## src/design/sorted_descending_priority_queue_top_assert.svh

```systemverilog
// ----------------------------------------------------------------------------
// Assertion macros for the sorted descending priority queue
// Clocked property helpers with active-low reset disable.
// ----------------------------------------------------------------------------
`ifndef SORTED_DESCENDING_PRIORITY_QUEUE_TOP_ASSERT_SVH
`define SORTED_DESCENDING_PRIORITY_QUEUE_TOP_ASSERT_SVH

// same-cycle implication
`define SDPQ_ASSERT_SAME(lbl, clk, rst_n, ante, cons) \
  lbl: assert property (@(posedge clk) disable iff (!rst_n) (ante) |-> (cons)) \
    else $error("sdpq assertion failed");

// next-cycle implication
`define SDPQ_ASSERT_NEXT(lbl, clk, rst_n, ante, cons) \
  lbl: assert property (@(posedge clk) disable iff (!rst_n) (ante) |=> (cons)) \
    else $error("sdpq assertion failed");

`endif

```

## src/design/sdpq_pkg.sv

```systemverilog
// ----------------------------------------------------------------------------
// sdpq_pkg
// Shared types and codes for the sorted descending priority queue.
// ----------------------------------------------------------------------------
`default_nettype none

package sdpq_pkg;

  typedef enum logic [1:0] {
    ST_OK        = 2'd0,
    ST_OVERFLOW  = 2'd1,
    ST_UNDERFLOW = 2'd2
  } status_t;

  localparam logic ACT_ENQ = 1'b0;
  localparam logic ACT_DEQ = 1'b1;

  // command broadcast to every cell
  typedef struct packed {
    logic enq;
    logic deq;
  } cmd_t;

endpackage

`default_nettype wire

```

## src/design/sdpq_cell.sv

```systemverilog
// ----------------------------------------------------------------------------
// sdpq_cell
// One slot of the sorted chain: holds a value, shifts right on insert,
// shifts left on removal.
// ----------------------------------------------------------------------------
`default_nettype none

module sdpq_cell
  import sdpq_pkg::*;
#(
  parameter int VALUE_BITS = 32
) (
  input  wire                          clk,
  input  wire  cmd_t                   cmd,
  input  wire                          occ,
  input  wire  logic signed [VALUE_BITS-1:0] new_value,
  input  wire                          left_ge,
  input  wire  logic signed [VALUE_BITS-1:0] left_entry,
  input  wire  logic signed [VALUE_BITS-1:0] right_entry,
  output logic signed [VALUE_BITS-1:0] entry,
  output logic                         ge
);

  logic signed [VALUE_BITS-1:0] entry_r;
  logic signed [VALUE_BITS-1:0] entry_nxt;

  // stored value stays ahead of an equal newcomer
  assign ge    = occ && !(new_value > entry_r);
  assign entry = entry_r;

  always_comb begin
    entry_nxt = entry_r;
    if (cmd.deq) begin
      entry_nxt = right_entry;
    end else if (cmd.enq && !ge) begin
      entry_nxt = left_ge ? new_value : left_entry;
    end
  end

  always_ff @(posedge clk) begin
    entry_r <= entry_nxt;
  end

endmodule

`default_nettype wire

```

## src/design/sorted_descending_priority_queue_top.sv

```systemverilog
// ----------------------------------------------------------------------------
// sorted_descending_priority_queue_top
// Sorted priority queue built from a row of compare-and-shift cells.
// ----------------------------------------------------------------------------
// One word is accepted per clock. Every cell compares the incoming value
// against its own entry in parallel, so the time an insert or a removal
// takes does not depend on the fill level; the result word is registered and
// appears the cycle after acceptance. in_ready only drops while a result is
// held back by out_ready, so the output register sets the rate at one word
// per cycle when the consumer keeps up.
// ----------------------------------------------------------------------------
`default_nettype none

module sorted_descending_priority_queue_top
  import sdpq_pkg::*;
#(
  parameter int DEPTH      = 16,
  parameter int VALUE_BITS = 32
) (
  input  wire                                   clk,
  input  wire                                   rst_n,
  input  wire                                   in_valid,
  output logic                                  in_ready,
  input  wire                                   in_action,
  input  wire  logic signed [VALUE_BITS-1:0]    in_value,
  output logic                                  out_valid,
  input  wire                                   out_ready,
  output logic [1:0]                            out_status,
  output logic signed [VALUE_BITS-1:0]          out_removed_value,
  output logic [$clog2(DEPTH+1)-1:0]            out_entry_count,
  output logic                                  out_is_empty,
  output logic                                  out_is_full
);

  localparam int CW = $clog2(DEPTH + 1);

  logic                         accept;
  logic                         full;
  logic                         empty;
  cmd_t                         cmd;
  logic [CW-1:0]                count_r, count_nxt;
  logic                         out_valid_r, out_valid_nxt;
  status_t                      status_r, status_nxt;
  logic signed [VALUE_BITS-1:0] removed_r, removed_nxt;
  logic [CW-1:0]                cnt_out_r;
  logic                         empty_r, full_r;

  logic signed [VALUE_BITS-1:0] entry_w [DEPTH];
  logic                         ge_w    [DEPTH];

  assign in_ready = !out_valid_r || out_ready;
  assign accept   = in_valid && in_ready;
  assign full     = (count_r == CW'(DEPTH));
  assign empty    = (count_r == '0);

  always_comb begin
    cmd         = '0;
    count_nxt   = count_r;
    status_nxt  = ST_OK;
    removed_nxt = '0;
    if (accept) begin
      if (in_action == ACT_ENQ) begin
        if (full) begin
          status_nxt = ST_OVERFLOW;
        end else begin
          cmd.enq   = 1'b1;
          count_nxt = count_r + CW'(1);
        end
      end else begin
        if (empty) begin
          status_nxt = ST_UNDERFLOW;
        end else begin
          cmd.deq     = 1'b1;
          removed_nxt = entry_w[0];
          count_nxt   = count_r - CW'(1);
        end
      end
    end
  end

  genvar gi;
  generate
    for (gi = 0; gi < DEPTH; gi++) begin : g_cell
      logic                         left_ge;
      logic signed [VALUE_BITS-1:0] left_entry;
      logic signed [VALUE_BITS-1:0] right_entry;

      if (gi == 0) begin : g_head
        assign left_ge    = 1'b0;
        assign left_entry = in_value;
      end else begin : g_body
        assign left_ge    = ge_w[gi-1];
        assign left_entry = entry_w[gi-1];
      end

      if (gi == DEPTH - 1) begin : g_tail
        assign right_entry = entry_w[gi];
      end else begin : g_mid
        assign right_entry = entry_w[gi+1];
      end

      sdpq_cell #(
        .VALUE_BITS (VALUE_BITS)
      ) u_cell (
        .clk         (clk),
        .cmd         (cmd),
        .occ         (CW'(gi) < count_r),
        .new_value   (in_value),
        .left_ge     (left_ge),
        .left_entry  (left_entry),
        .right_entry (right_entry),
        .entry       (entry_w[gi]),
        .ge          (ge_w[gi])
      );
    end
  endgenerate

  always_comb begin
    out_valid_nxt = out_valid_r;
    if (accept) begin
      out_valid_nxt = 1'b1;
    end else if (out_ready) begin
      out_valid_nxt = 1'b0;
    end
  end

  always_ff @(posedge clk) begin
    if (!rst_n) begin
      count_r     <= '0;
      out_valid_r <= 1'b0;
    end else begin
      count_r     <= count_nxt;
      out_valid_r <= out_valid_nxt;
    end
  end

  always_ff @(posedge clk) begin
    if (accept) begin
      status_r  <= status_nxt;
      removed_r <= removed_nxt;
      cnt_out_r <= count_nxt;
      empty_r   <= (count_nxt == '0);
      full_r    <= (count_nxt == CW'(DEPTH));
    end
  end

  assign out_valid         = out_valid_r;
  assign out_status        = status_r;
  assign out_removed_value = removed_r;
  assign out_entry_count   = cnt_out_r;
  assign out_is_empty      = empty_r;
  assign out_is_full       = full_r;

`include "sorted_descending_priority_queue_top_assert.svh"

  `SDPQ_ASSERT_SAME(a_count_max, clk, rst_n, 1'b1, count_r <= CW'(DEPTH))
  `SDPQ_ASSERT_NEXT(a_stall_holds_count, clk, rst_n, out_valid_r && !out_ready, $stable(count_r))
  `SDPQ_ASSERT_NEXT(a_enq_grows, clk, rst_n, cmd.enq, count_r == $past(count_r) + CW'(1))
  `SDPQ_ASSERT_SAME(a_head_sorted, clk, rst_n, count_r >= CW'(2), entry_w[0] >= entry_w[1])

endmodule

`default_nettype wire

```

## config.mk

```make
export PLATFORM = sky130hd
export DESIGN_NAME = sorted_descending_priority_queue_top
export DESIGN_NICKNAME = d
export VERILOG_FILES = /design/src/design/sdpq_pkg.sv /design/src/design/sdpq_cell.sv /design/src/design/sorted_descending_priority_queue_top.sv
export VERILOG_INCLUDE_DIRS = /design/src /design/src/design
export SDC_FILE = /design/constraint.sdc
export NUM_CORES = 2
export LEC_CHECK = 0
export ABC_AREA = 1
export BUFFER_PORTS_ARGS = -buffer_cell sky130_fd_sc_hd__buf_2
export CAP_MARGIN = 20
export CORE_MARGIN = 1
export CORE_UTILIZATION = 48
export DETAILED_ROUTE_END_ITERATION = 10
export PLACE_DENSITY = 0.65
export RECOVER_POWER = 50
export SETUP_SLACK_MARGIN = 0.5
export SYNTH_ARGS = -nofsm -noshare
export SYNTH_HDL_FRONTEND = slang
export SYNTH_HIERARCHICAL = 1
export SYNTH_SLANG_ARGS = --single-unit
```

## constraint.sdc

```tcl
create_clock -name clk -period 4.8 [get_ports clk]
set_clock_uncertainty 0.15 [all_clocks]
set_input_delay 0.48 -clock clk [delete_from_list [all_inputs] [get_ports clk]]
set_output_delay 0.48 -clock clk [all_outputs]
set_load 0.1 [all_outputs]
```

==> results by group <==
Global route
  – Initial antenna violation count: 1
  – Vias in the first global route: 35420
  – Largest net degree at the start of global routing: 77
  – GRT overflow: 0
  – GRT Total Usage: 24.69%
  – First-pass GRT wire length: 181.4 mm

STA
  – Max Fclk: 248.3 MHz
  – Final slew viol count: 80
  – Setup TNS: 0 ns
  – Tcrit/Tclk final: 83.89%
  – Worst Max-Slew Pin Slew: 1.858 ns
  – Final hold vios: 0
  – Unrepaired setup endpoints after global routing: false
  – Post-route setup slack: 0.7730 ns
  – Worst rel slew slack: -23.85%
  – Final Setup Violations: 0
  – Final worst path period need: 4.027 ns

Clocking
  – Total CTS buffers: 70
  – Clock Sinks: 559
  – Gates resized, CTS repair: 0
  – H-Tree Depth: 3
  – Clock buffer depth: 3
  – Root Buffer: clkbuf_16
  – Reg clk slew, reported paths: 0.06 ns
  – CTS tree: built
  – Worst-Skew Late Latency: 0.62 ns
  – CTS Hold Bufs: 0
  – Postcts setup bufs: 0

Synthesis
  – Cell Area, Synth: 0.04217 mm2
  – Syn_nets: 5946
  – Avg Cell Area, Syn: 7.820 um2
  – Ys Warns: 6
  – Synthesized instance count: 5393

Power and ir drop
  – Max VDD drop: 0.2762 mV
  – Internal power: 11820 uW
  – Combinational Power Share: 32.6%
  – Clock group share of total power: 27.3%
  – Pwr Density: 401.7 mW/mm2
  – Switch Pwr: 6779 uW
  – Leak: 0.02234 uW
  – Fraction of power spent switching nets: 36.44%
  – Seq pwr share: 40.1%

Flow run
  – Max_cap viols: 2

Critical path
  – Class of the most critical setup path: flop to flop
  – FF-to-FF Start: count_r[0]
  – R2R setup slack: 0.77 ns
  – Setup crit start: count_r[0]
  – Max FO, Critical Path: 34
  – Worst setup EP type: flop
  – Worst EP arrival: 4.20 ns
  – Required @ worst endpoint: 4.97 ns
  – Startpoint Class: flop

Detailed routing
  – First-pass DRT Iterations: 5
  – DRC: 0
  – Via count: 35870
  – ANT nets after route: 0
  – Drt via density: 5.381
  – DR iter-0 viols: 2278
  – Routed WL: 110.9 mm
  – Routed WL per cell: 16.63 um

Layout
  – Final core utilization: 53.29%
  – # diodes: 0
  – Layout area overhead: 9.802%
  – Share of cells above drive strength 1: 7.837%
  – Final nets: 6015
  – Fin area: 0.04631 mm2
  – Final Non-Filler Cells: 6667

Min path
  – HP Class: input port to flop
  – Min-Delay Startpoint: out_ready

Floorplan
  – Number of core rows: 108
  – Io pins: 80
  – Die Y: 298.4 um
  – Die area: 0.08905 mm2
  – Initial core utilization: 48.54%
  – Area of the core: 0.08689 mm2
  – Die W: 298.4 um

Placement
  – DPL Wire Length: 84.71 mm
  – Final RePlAce weighted congestion: 0.8494
  – Dpl ws: 0.8557 ns
  – PortBufs: 79
  – Area after DPL: 0.04427 mm2
  – Inst Count DP: 6545

Run status
  – Status: finished with violations
  – Failing checks: capacitance limit, slew limit
## metal layers
| metal | global-route usage [%] | routed length (um) | vias up |
|---|---|---|---|
| met2 | 42.53 | 52760 | 815 |
| met4 | 8.437 | 3316 | 2 |
| met1 | 32.40 | 50160 | 16750 |
| met3 | 2.290 | 4603 | 191 |
| li1 | - | - | 18110 |
| met5 | 0 | 13 | - |
## worst max-delay path, stage by stage, from the launching register on
cell,delay (ns)
dfxtp_1,0.31
clkbuf_1,0.40
inv_1,0.28
ha_1,0.30
nand3_1,0.18
nand2_4,0.28
nor2_4,0.60
clkbuf_1,0.35
inv_1,0.10
nand2_1,0.51
buf_12,0.25
## stage by stage
step / hold slack, ns / total power, uW
after detailed placement: 0.3759 / 13580
final: 0.04049 / 18600
after global routing: 0.06950 / 19860
after global placement: 0.3609 / 13330
after CTS: 0.01637 / 18730
after floorplan: 0.3874 / 11850
## state kept, by name, indices dropped and copies added (netlist names)
| name | count |
|---|---|
| count_r | 5 |
| g_cell.u_cell/entry | 512 |
| out_entry_count | 5 |
| out_is_empty | 1 |
| out_is_full | 1 |
| out_removed_value | 32 |
| out_status | 2 |
| out_valid | 1 |
## power by group through the flow
stage	Sequential [uW]	Combinational [uW]	Clock, uW
after CTS	7450	6080	5200
after detailed placement	7530	6050	0
final	7460	6060	5080
after global placement	7530	5810	0
after global routing	7580	6910	5370
after floorplan	7560	4290	0
## layout make-up
| type | count | area (um2) |
|---|---|---|
| tap | 1155 | 1445 |
| clock buffer | 90 | 1891 |
| timing repair buffer | 225 | 1481 |
| fill | 8303 | 40580 |
| sequential | 559 | 16730 |
| multi-input combinational | 3867 | 21740 |
| clock inverter | 32 | 252.7 |
| inverter | 739 | 2774 |
## cells in the final DEF, fill, tap and decap left out, types with 2 or more instances in the layout
cell type  instances
a21o_1            31
a21oi_1         1236
a21oi_2           16
a31oi_1            3
buf_12             5
buf_2             36
buf_4            127
bufinv_16          3
clkbuf_1          65
clkbuf_16         73
clkbuf_2           8
clkinv_1          30
clkinv_2          10
clkinv_8           2
dfxtp_1            6
edfxtp_1         553
ha_1             516
inv_1            690
inv_2             33
nand2_1         1117
nand2_2           31
nand2_4           16
nand3_1           55
nand3_2            2
nand4_1           36
nor2_1           667
nor2_2            33
nor2_4             2
nor4_4            15
o21a_1            17
o21a_2            15
o21ai_0           39
o21ai_1           17
## final timing paths
path,to,depth (start not counted)
min reg2reg,out_valid,2
min,out_valid,4
max reg2reg,g_cell[13].u_cell/entry[4],10
max,g_cell[13].u_cell/entry[4],10
No activity file was read; power rests on OpenSTA's default activity.
